`config.mk`:
```
export PLATFORM = sky130hd
export DESIGN_NAME = framed_spi_sync_reader_top
export DESIGN_NICKNAME = d
export VERILOG_FILES = /design/src/fsr_pkg.sv /design/src/framed_spi_sync_reader_top.sv /design/src/fsr_engine.sv /design/src/fsr_outq.sv
export SDC_FILE = /design/constraint.sdc
export NUM_CORES = 1
export LEC_CHECK = 0
export BUFFER_PORTS_ARGS = -buffer_cell sky130_fd_sc_hd__buf_2
export CAP_MARGIN = 20
export CORE_UTILIZATION = 62
export DETAILED_ROUTE_END_ITERATION = 7
export PLACE_DENSITY_LB_ADDON = 0.05
export SETUP_SLACK_MARGIN = 0.15
export SLEW_MARGIN = 20
export SYNTH_ARGS = -nofsm -noshare
export SYNTH_HDL_FRONTEND = slang
export SYNTH_SLANG_ARGS = --single-unit
```
`constraint.sdc`:
```
create_clock -name clk -period 10.2 [get_ports clk]
set_clock_uncertainty 0.05 [all_clocks]
set_input_delay 0 -clock clk [delete_from_list [all_inputs] [get_ports clk]]
set_output_delay 0 -clock clk [all_outputs]
set_load 0.01 [all_outputs]
```
`src/fsr_pkg.sv`:
```
`default_nettype none
// ----------------------------------------------------------------------------
// Framed SPI sync reader package
// Shared constants, result record and the push record between engine and queue.
// ----------------------------------------------------------------------------
package fsr_pkg;

	localparam int FRAME_BYTES = 4;

	localparam logic [7:0] CMD_BYTE      = 8'h80;
	localparam logic [7:0] FILL_BYTE     = 8'h55;
	localparam logic [7:0] SYNC_BYTE     = 8'hAA;
	localparam logic [7:0] RETRY_DEFAULT = 8'd8;
	localparam logic [6:0] HEAD_FRAMES   = 7'd2;

	localparam logic [1:0] LAST_BYTE_IDX = 2'(FRAME_BYTES - 1);

	// Input action codes.
	localparam logic ACT_START  = 1'b0;
	localparam logic ACT_REPORT = 1'b1;

	// Result kinds.
	localparam logic [1:0] KIND_SEND = 2'd0;
	localparam logic [1:0] KIND_DATA = 2'd1;
	localparam logic [1:0] KIND_DONE = 2'd2;

	// Register address bit (word index) of the retry limit.
	localparam logic ADDR_RETRY_LIMIT = 1'b0;

	typedef struct packed {
		logic [1:0] kind;
		logic [7:0] value;
		logic       new_frame;
		logic       pause_before;
		logic       is_last;
	} result_t;

	// Up to two results produced by one accepted item.
	typedef struct packed {
		logic [1:0] cnt;
		result_t    r0;
		result_t    r1;
	} push_t;

	function automatic result_t make_result(input logic [1:0] kind, input logic [7:0] value,
			input logic new_frame, input logic pause_before, input logic is_last);
		result_t r;
		r.kind         = kind;
		r.value        = value;
		r.new_frame    = new_frame;
		r.pause_before = pause_before;
		r.is_last      = is_last;
		return r;
	endfunction

endpackage
`default_nettype wire

```
`src/framed_spi_sync_reader_top.sv`:
```
`default_nettype none
// A result is registered in the result queue before it reaches the master side.
// Throughput: one item per cycle while each item yields one result and m_tready
// stays high; an item that yields a data byte and a frame byte gives two results,
// as the master side carries one result per beat out of a four-entry result queue.
// Reset: arst_n clears all transaction state at once; retry_limit returns to 8.
// ----------------------------------------------------------------------------
// Framed SPI sync reader top level
// Streaming front end, APB register and the frame/sync engine with its queue.
// ----------------------------------------------------------------------------
module framed_spi_sync_reader_top
	import fsr_pkg::*;
(
	input  wire logic        clk,
	input  wire logic        arst_n,
	// Input stream.
	input  wire logic        s_tvalid,
	output logic             s_tready,
	input  wire logic [15:0] s_tdata,  // [7:0] max_length, [15:8] miso_byte
	input  wire logic        s_tuser,  // [0] action
	// Result stream.
	output logic             m_tvalid,
	input  wire logic        m_tready,
	output logic [15:0]      m_tdata,  // [7:0] value, [8] new_frame, [9] pause_before
	output logic [1:0]       m_tuser,  // [1:0] kind
	output logic             m_tlast,
	// Configuration port.
	input  wire logic        psel,
	input  wire logic        penable,
	input  wire logic        pwrite,
	input  wire logic [2:0]  paddr,
	input  wire logic [31:0] pwdata,
	output logic [31:0]      prdata,
	output logic             pready
);

	logic       retry_limit_q;
	logic [7:0] retry_limit_val_q;
	logic       cfg_wr;
	logic       in_beat;
	logic       room;
	push_t      push;
	result_t    out_res;

	// The register port never stalls; a write lands on the access phase.
	assign pready = 1'b1;
	assign cfg_wr = psel && penable && pwrite && pready && (paddr[2] == ADDR_RETRY_LIMIT);
	assign prdata = (paddr[2] == ADDR_RETRY_LIMIT) ? {24'd0, retry_limit_val_q} : 32'd0;

	always_ff @(posedge clk or negedge arst_n) begin
		if (!arst_n) begin
			retry_limit_val_q <= RETRY_DEFAULT;
			retry_limit_q     <= 1'b0;
		end else begin
			if (cfg_wr) begin
				retry_limit_val_q <= pwdata[7:0];
			end
			// Marks the cycle after a register write, for checking only.
			retry_limit_q <= cfg_wr;
		end
	end

	// A beat is taken whenever the queue can absorb the worst case of two
	// results, so the input side keeps moving while results wait downstream.
	assign s_tready = room;
	assign in_beat  = s_tvalid && s_tready;

	fsr_engine u_engine (
		.clk        (clk),
		.arst_n     (arst_n),
		.accept     (in_beat),
		.action     (s_tuser),
		.max_length (s_tdata[7:0]),
		.miso_byte  (s_tdata[15:8]),
		.retry_limit(retry_limit_val_q),
		.push       (push)
	);

	fsr_outq u_outq (
		.clk       (clk),
		.arst_n    (arst_n),
		.push      (push),
		.room      (room),
		.out_valid (m_tvalid),
		.out_ready (m_tready),
		.out_res   (out_res)
	);

	assign m_tdata = {6'd0, out_res.pause_before, out_res.new_frame, out_res.value};
	assign m_tuser = out_res.kind;
	assign m_tlast = out_res.is_last;

`ifndef ASSERT_OFF
	// A start always produces its command byte right away.
	a_start_result: assert property (@(posedge clk) disable iff (!arst_n)
		(in_beat && s_tuser == ACT_START) |=> m_tvalid)
		else $error("no result after an accepted start");

	// A stalled input side means results are waiting downstream.
	a_stall_cause: assert property (@(posedge clk) disable iff (!arst_n)
		!s_tready |-> m_tvalid)
		else $error("input stalled with nothing queued");

	// A register write is visible on the next cycle.
	a_cfg_write: assert property (@(posedge clk) disable iff (!arst_n)
		retry_limit_q |-> (retry_limit_val_q == $past(pwdata[7:0])))
		else $error("retry limit write lost");
`endif

endmodule
`default_nettype wire

```
`src/fsr_engine.sv`:
```
`default_nettype none
// ----------------------------------------------------------------------------
// Framed SPI sync reader engine
// Transaction state and the per-byte update that yields up to two results.
// ----------------------------------------------------------------------------
module fsr_engine
	import fsr_pkg::*;
(
	input  wire logic       clk,
	input  wire logic       arst_n,
	input  wire logic       accept,
	input  wire logic       action,
	input  wire logic [7:0] max_length,
	input  wire logic [7:0] miso_byte,
	input  wire logic [7:0] retry_limit,
	output push_t           push
);

	logic       busy_q, busy_d;
	logic [6:0] frame_index_q, frame_index_d;
	logic [1:0] byte_index_q, byte_index_d;
	logic [6:0] frames_total_q, frames_total_d;
	logic [7:0] bytes_left_q, bytes_left_d;
	logic [7:0] final_count_q, final_count_d;
	logic [7:0] retries_left_q, retries_left_d;
	logic       sync_seen_q, sync_seen_d;
	logic       query_mode_q, query_mode_d;

	logic [7:0] min_len;
	logic [6:0] sync_frames;
	logic       give_data;
	result_t    frame_res;

	assign min_len     = (miso_byte < bytes_left_q) ? miso_byte : bytes_left_q;
	assign sync_frames = 7'(({1'b0, miso_byte} + 9'd3) >> 2) + HEAD_FRAMES;

	always_comb begin
		busy_d         = busy_q;
		frame_index_d  = frame_index_q;
		byte_index_d   = byte_index_q;
		frames_total_d = frames_total_q;
		bytes_left_d   = bytes_left_q;
		final_count_d  = final_count_q;
		retries_left_d = retries_left_q;
		sync_seen_d    = sync_seen_q;
		query_mode_d   = query_mode_q;
		give_data      = 1'b0;
		frame_res      = '0;
		push           = '0;
		if (accept) begin
			if (action == ACT_START) begin
				busy_d         = 1'b1;
				frame_index_d  = '0;
				byte_index_d   = '0;
				frames_total_d = HEAD_FRAMES;
				bytes_left_d   = max_length;
				final_count_d  = '0;
				retries_left_d = retry_limit;
				sync_seen_d    = 1'b1;
				query_mode_d   = (max_length == 8'd0);
				push.cnt       = 2'd1;
				push.r0        = make_result(KIND_SEND, CMD_BYTE, 1'b1, 1'b0, 1'b1);
			end else if (busy_q) begin
				// Payload frames hand out data; header frames check for sync.
				if (frame_index_q > 7'd1) begin
					if (bytes_left_q != 8'd0) begin
						give_data    = 1'b1;
						bytes_left_d = bytes_left_q - 8'd1;
					end
				end else if (retries_left_q != 8'd0) begin
					if (byte_index_q != LAST_BYTE_IDX) begin
						if (miso_byte != SYNC_BYTE) begin
							sync_seen_d = 1'b0;
						end
					end else if (sync_seen_q) begin
						if (query_mode_q) begin
							frames_total_d = HEAD_FRAMES;
							final_count_d  = miso_byte;
						end else begin
							frames_total_d = sync_frames;
							final_count_d  = min_len;
							bytes_left_d   = min_len;
						end
						retries_left_d = '0;
					end else begin
						frame_index_d  = '0;
						retries_left_d = retries_left_q - 8'd1;
					end
				end

				if (byte_index_q == LAST_BYTE_IDX) begin
					byte_index_d  = '0;
					frame_index_d = frame_index_d + 7'd1;
					sync_seen_d   = 1'b1;
					if (frame_index_d >= frames_total_d) begin
						busy_d    = 1'b0;
						frame_res = make_result(KIND_DONE, final_count_d, 1'b0, 1'b0, 1'b1);
					end else begin
						frame_res = make_result(KIND_SEND, FILL_BYTE, 1'b1,
							frame_index_d == 7'd1, 1'b1);
					end
				end else begin
					byte_index_d = byte_index_q + 2'd1;
					frame_res = make_result(KIND_SEND,
						(frame_index_d == 7'd0 && byte_index_d == 2'd1) ? bytes_left_d : FILL_BYTE,
						1'b0, 1'b0, 1'b1);
				end

				if (give_data) begin
					push.cnt = 2'd2;
					push.r0  = make_result(KIND_DATA, miso_byte, 1'b0, 1'b0, 1'b0);
					push.r1  = frame_res;
				end else begin
					push.cnt = 2'd1;
					push.r0  = frame_res;
				end
			end
		end
	end

	always_ff @(posedge clk or negedge arst_n) begin
		if (!arst_n) begin
			busy_q         <= 1'b0;
			frame_index_q  <= '0;
			byte_index_q   <= '0;
			frames_total_q <= HEAD_FRAMES;
			bytes_left_q   <= '0;
			final_count_q  <= '0;
			retries_left_q <= RETRY_DEFAULT;
			sync_seen_q    <= 1'b1;
			query_mode_q   <= 1'b0;
		end else begin
			busy_q         <= busy_d;
			frame_index_q  <= frame_index_d;
			byte_index_q   <= byte_index_d;
			frames_total_q <= frames_total_d;
			bytes_left_q   <= bytes_left_d;
			final_count_q  <= final_count_d;
			retries_left_q <= retries_left_d;
			sync_seen_q    <= sync_seen_d;
			query_mode_q   <= query_mode_d;
		end
	end

`ifndef ASSERT_OFF
	// A running transaction always has frames still to go.
	a_frame_in_range: assert property (@(posedge clk) disable iff (!arst_n)
		busy_q |-> (frame_index_q < frames_total_q))
		else $error("frame index reached frame total while busy");

	// Idle only ever follows a frame boundary.
	a_idle_aligned: assert property (@(posedge clk) disable iff (!arst_n)
		!busy_q |-> (byte_index_q == 2'd0))
		else $error("engine idle in the middle of a frame");

	// The two header frames always run.
	a_min_frames: assert property (@(posedge clk) disable iff (!arst_n)
		frames_total_q >= HEAD_FRAMES)
		else $error("frame total below header frame count");
`endif

endmodule
`default_nettype wire

```
`src/fsr_outq.sv`:
```
`default_nettype none
// ----------------------------------------------------------------------------
// Framed SPI sync reader result queue
// Four-entry queue that takes up to two results a cycle and gives one.
// ----------------------------------------------------------------------------
module fsr_outq
	import fsr_pkg::*;
(
	input  wire logic clk,
	input  wire logic arst_n,
	input  push_t     push,
	output logic      room,
	output logic      out_valid,
	input  wire logic out_ready,
	output result_t   out_res
);

	localparam int DEPTH = 4;

	result_t    entries_q [DEPTH];
	logic [1:0] wr_q;
	logic [1:0] rd_q;
	logic [2:0] cnt_q;
	logic       pop;

	assign out_valid = (cnt_q != 3'd0);
	assign out_res   = entries_q[rd_q];
	assign pop       = out_valid && out_ready;
	// Room for the worst case of two results from one item.
	assign room      = (cnt_q <= 3'(DEPTH - 2));

	always_ff @(posedge clk) begin
		if (push.cnt != 2'd0) begin
			entries_q[wr_q] <= push.r0;
		end
		if (push.cnt == 2'd2) begin
			entries_q[wr_q + 2'd1] <= push.r1;
		end
	end

	always_ff @(posedge clk or negedge arst_n) begin
		if (!arst_n) begin
			wr_q  <= '0;
			rd_q  <= '0;
			cnt_q <= '0;
		end else begin
			wr_q  <= wr_q + push.cnt;
			rd_q  <= rd_q + {1'b0, pop};
			cnt_q <= cnt_q + {1'b0, push.cnt} - {2'b00, pop};
		end
	end

`ifndef ASSERT_OFF
	a_no_overflow: assert property (@(posedge clk) disable iff (!arst_n)
		cnt_q <= 3'(DEPTH))
		else $error("result queue overflow");

	a_push_fits: assert property (@(posedge clk) disable iff (!arst_n)
		(push.cnt != 2'd0) |-> ({1'b0, cnt_q} + {2'b00, push.cnt} <= 4'(DEPTH)))
		else $error("push into a queue without room");

	a_pop_tracks: assert property (@(posedge clk) disable iff (!arst_n)
		(pop && push.cnt == 2'd0) |=> (cnt_q == $past(cnt_q) - 3'd1))
		else $error("queue level did not drop on pop");
`endif

endmodule
`default_nettype wire
```
## Yosys cells after proc, flatten, opt, wreduce, memory -nomap -nowiden

Memories as Yosys holds them, arrays and structs flattened.
Index checks and enable logic that the tools add are counted.

| storage, ports and cells | value |
|---|---|
| register bits after elaboration | 58 |
| RAM bits | 52 |
| input port bits | 59 |
| output and inout bits | 54 |
| logic and storage cells | 136 |
| memories kept | 1 |

| cells by class | value |
|---|---|
| $add $sub $neg | 11 |
| magnitude comparators | 4 |
| eq/ne operators | 14 |
| multiplexer cells | 75 |
| bitwise gates (word level) | 2 |
| reduce and logical (&&, ||, !) cells | 16 |

Memories:

| name | depth | width | rd ports | clocked after memory_dff | wr ports | RTL line | text |
|---|---|---|---|---|---|---|---|
| u_outq.entries_q | 4 | 13 | 1 | 0 | 2 | fsr_outq.sv:20 | `result_t entries_q [DEPTH];` |

Operators by type and width:

| cell | count |
|---|---|
| 8-bit two-way mux | 24 |
| 7-bit two-way mux | 20 |
| 28-bit two-way mux | 2 |
| 13-bit two-way mux | 4 |
| 15-bit two-way mux | 2 |
| 1-bit two-way mux | 20 |
| 8-bit nonzero test | 2 |
| 8-bit by 1-bit subtractor with 8-bit output, second input constant | 2 |
| 8-bit by 2-bit adder with 9-bit output, second input constant | 1 |
| 3-bit by 1-bit inequality test with 1-bit output, second input constant | 3 |
| 8-bit logical NOT | 1 |
| 8-bit < comparator | 1 |
| 8-bit inequality test, second input constant | 1 |
| 7-bit by 1-bit adder with 7-bit output, second input constant | 1 |
| 7-bit by 2-bit adder with 7-bit output, second input constant | 1 |
| 7-bit by 1-bit equality test with 1-bit output, second input constant | 1 |
| 7-bit greater-or-equal comparator | 1 |
| 7-bit by 1-bit greater-than comparator with 1-bit output, second input constant | 1 |
| 7-bit logical NOT | 1 |
| 1-bit logical AND | 6 |
| 2-bit two-way mux | 3 |
| 2-bit inequality test, second input constant | 3 |
| 6-bit AND reduction | 1 |
| 5-bit AND reduction | 1 |
| other kinds (14) | 19 |

## Logic depth before layout (Yosys ltp)

| depth | value |
|---|---|
| depth after elaboration | 20 |
| depth in mapped cells | 20 |
| gate-level depth less buffers | 20 |

## Cells and area by module

Synthesis repeated with hierarchy kept, for this count alone.

| second synthesis, totals | value |
|---|---|
| cell total of the unflattened synthesis | 694 |
| area, all modules | 7352.1 sq um |

Modules (own cells, without submodules):

| module | times used | cells each | area an instance (sq um) | seq. area each (sq um) |
|---|---|---|---|---|
| fsr_engine | 1 | 467 | 3741.1 | 1079.8 |
| fsr_outq | 1 | 168 | 2979.1 | 1736.7 |
| framed_spi_sync_reader_top | 1 | 59 | 631.9 | 201.4 |

## Worst setup path after synthesis

Ideal clock, no wire load.

| path | value |
|---|---|
| path type | reg2reg |
| from | register u_engine.frame_index_q[3] |
| to | memory u_outq.entries_q[0][10] (netlist bit) (data pin) |
| setup time | 271 ps |
| data arrival time | 4352 ps |
| data required time | 9879 ps |
| setup slack | 5527 ps |
| stages on the path, launching flop included | 20 |
| buffers on the path | 1 |
| period minus slack after synthesis | 4673 ps |
| cell sequence | dfrtp_1 > or4_4 > nor3_1 > nand2b_1 > o31ai_1 > inv_1 > ha_1 > nand2_1 > nor2_1 > xnor2_1 > inv_1 > ha_1 > o2111ai_1 > nor2_1 > a211oi_1 > nand2b_1 > clkbuf_1 > a211oi_1 > a21oi_1 > o22ai_1 |

RTL lines:

| item | RTL line | text |
|---|---|---|
| start, declared | fsr_engine.sv:20 | `logic [6:0] frame_index_q, frame_index_d;` |
| start signal, assigned | fsr_engine.sv:134 | `frame_index_q <= frame_index_d;` |
| end, declared | fsr_outq.sv:20 |  |

==> qor.yml <==
finalSetupTns_ns: 0
avgSynthCellArea_sq_um: 9.450
period_share_pct: 55.58
rsz0062_at_grt: "no"
p_per_area_nw_per_um2: 233.1
fmax_ghz: 0.1764
relSlewSlack_pct: 41.22
htreeDepth: 3
seq_area_frac_synth_pct: 42.58
num_rows: 38
leakage_nw: 3.152
drt_iter0_markers: 656
drive_above_1_share_pct: 14.30
seqCellArea_sq_um: 2978
syn-cell-area_sq_um: 6993
start_kind: "flop"
synth_edf_count: 48
grt_use_total_pct: 34.39
cts_root_buffer: "clkbuf_16"
holdCritPathClass: "input port to flop"
grt_pass1_wl_mm: 30.02
netlist_instances: 740
async_flop_share_pct: 52.73
worstMarginPinSlew_ns: 0.8750
max_cap_viol_count: 0
route.detailed.drc: 0
synth_cell_type_count: 73
final_common_cell: "nand2_1"
synth-seq-cells: 110
status: "finished, final reports clean"
yosys_warnings: 0
diodes: 0
core_sq_um: 10940
finalSetupViolCount: 0
ys.flop_type: "dfrtp_1"
crit_fanout: 14
antenna_found_initial: 0
clk_pin_slew_worst_paths_ns: 0.07
hold_violations: 0
cts_tree: "built"
portBuffers: 55
clk_latency_ns: 0.36
ctsResizeCount: 0
drt_wl_total_mm: 19.08
viasPerCell: 6.418
layout_common_cells: "nand2_1 (79), o21ai_0 (72), nor2_1 (60), buf_2 (55), dfrtp_1 (54)"
clk_path_buf_depth: 2
period_needed_ns: 5.669
dp_hpwl_mm: 13.48
cp-end-kind: "flop"
grt_max_degree: 59
first_global_vias: 5654
gr-total-overflow: 0
ios: 113
dieHeight_microns: 108.2
n_fill_cell: 850
worstSetupPathType: "flop to flop"
avgRoutedWirePerCell_microns: 20.36
cts_made_buffers: 9
required_ns: 10.24
drv_slew: 0
holdWs_ns: 0.03831
syn_to_final_growth_pct: 10.11
dieArea_sq_um: 11710
antenna_left: 0
final_nets: 881
start_util_pct: 63.95
critPathArrivalTime_ns: 5.71
die_w_microns: 108.2
cts.sinks: 110
gp_congestion: 0.8969
vias: 6014
multi_input_area_sq_um: 3640
drt-pass1-iter-count: 6
peakVddDrop_uv: 161.2
[path summary, 6_finish.rpt]
check | to | slack (ns) | startpoint | cells after the start
min in group asynchronous | u_engine.final_count_q[3] | 0.25 | arst_n | 3
max reg2reg | u_outq.entries_q[0][6] | 4.53 | u_engine.frame_index_q[3] | 18
min | u_engine.bytes_left_q[5] | 0.04 | s_tdata[5] | 3
min reg2reg | u_outq.entries_q[3][11] | 0.41 | u_outq.entries_q[3][11] | 2
max in group asynchronous | retry_limit_val_q[6] | 9.29 | arst_n | 3
max | u_outq.entries_q[0][6] | 4.53 | u_engine.frame_index_q[3] | 18
[critical path, stage by stage (launching register included)]
cell	delay [ns]
dfrtp_1	0.43
or4_4	0.58
nor3_2	0.52
nand2b_1	0.23
o31ai_1	0.38
inv_1	0.15
ha_1	0.28
nand2_1	0.09
nor2_1	0.04
xnor2_1	0.21
inv_1	0.10
ha_1	0.31
o2111ai_1	0.09
nor2_1	0.06
a211oi_1	0.55
nand2b_1	0.63
o32ai_1	0.34
mux2i_1	0.24
o21ai_0	0.11
[logic make-up after synthesis]
group                      share of synthesized area (%)
AOI/OAI and AO/OA                                  20.04
other                                             0.1074
xor gates and xnor gates                           2.254
and+or+nand+nor                                    16.28
DFF                                                42.58
muxes                                              6.191
buffers and inverters                              7.067
adders and majority gates                          5.475
[cell type report]
class,instances,share of cell area (%)
timing repair buffer,83,6.955
tap,140,2.275
sequential,110,38.67
clock inverter,6,0.4875
inverter,28,1.365
multi-input combinational,560,47.27
clock buffer,10,2.974
[through the flow]
step | util [%] | instances | cell area, sq um | total power, mW | setup slack (ns)
6_report | 70.41 | 937 | 7700 | 1.795 | 4.531
5_1_grt | 70.41 | 937 | 7700 | 1.906 | 4.173
4_1_cts | 70.37 | 937 | 7695 | 1.784 | 4.170
3_5_place_dp | 66.10 | 901 | 7228 | 1.448 | 4.218
3_3_place_gp | 66.10 | 901 | 7228 | 1.422 | 4.313
2_1_floorplan | - | 769 | 7102 | 1.213 | 5.527
[flip-flops by register name (all words and copies together) (netlist names), 3 cells and up]
| signal | count |
|---|---|
| u_outq.entries_q | 52 |
| retry_limit_val_q | 8 |
| u_engine.bytes_left_q | 8 |
| u_engine.final_count_q | 8 |
| u_engine.retries_left_q | 8 |
| u_engine.frame_index_q | 7 |
| u_engine.frames_total_q | 7 |
| u_outq.cnt_q | 3 |
[timing repair]
action,in CTS,in global routing
hold buffers,20,0
hold endpoints to repair,73,0
buffers inserted,0,0
[synthesized netlist by cell type (13+ instances only)]
| cell | number | area (sq um) |
|---|---|---|
| dfrtp_1 | 54 | 1351 |
| nor3_1 | 20 | 100.1 |
| nor2_1 | 60 | 225.2 |
| ha_1 | 29 | 362.9 |
| o22ai_1 | 14 | 87.58 |
| mux4_2 | 13 | 292.8 |
| nand3_1 | 23 | 115.1 |
| a21oi_1 | 43 | 215.2 |
| clkbuf_1 | 31 | 116.4 |
| inv_1 | 28 | 105.1 |
| edfxtp_1 | 48 | 1441 |
| buf_4 | 31 | 232.7 |
| o21ai_0 | 72 | 360.4 |
| nand2_1 | 79 | 296.5 |
[routing by layer]
layer | wire [microns] | GRT usage [%] | up-vias
li1 | - | - | 2780
met1 | 7647 | 43.58 | 2869
met2 | 9295 | 57.10 | 316
met3 | 1660 | 8.559 | 49
met4 | 472 | 12.23 | 0
met5 | 0 | 0 | -
[power breakdown]
part | switching, mW | internal, mW
combinational | 0.481 | 0.307
sequential | 0.109 | 0.567
clock | 0.165 | 0.166
total | 0.754 | 1.04
Power figures use the tool's default switching activity.
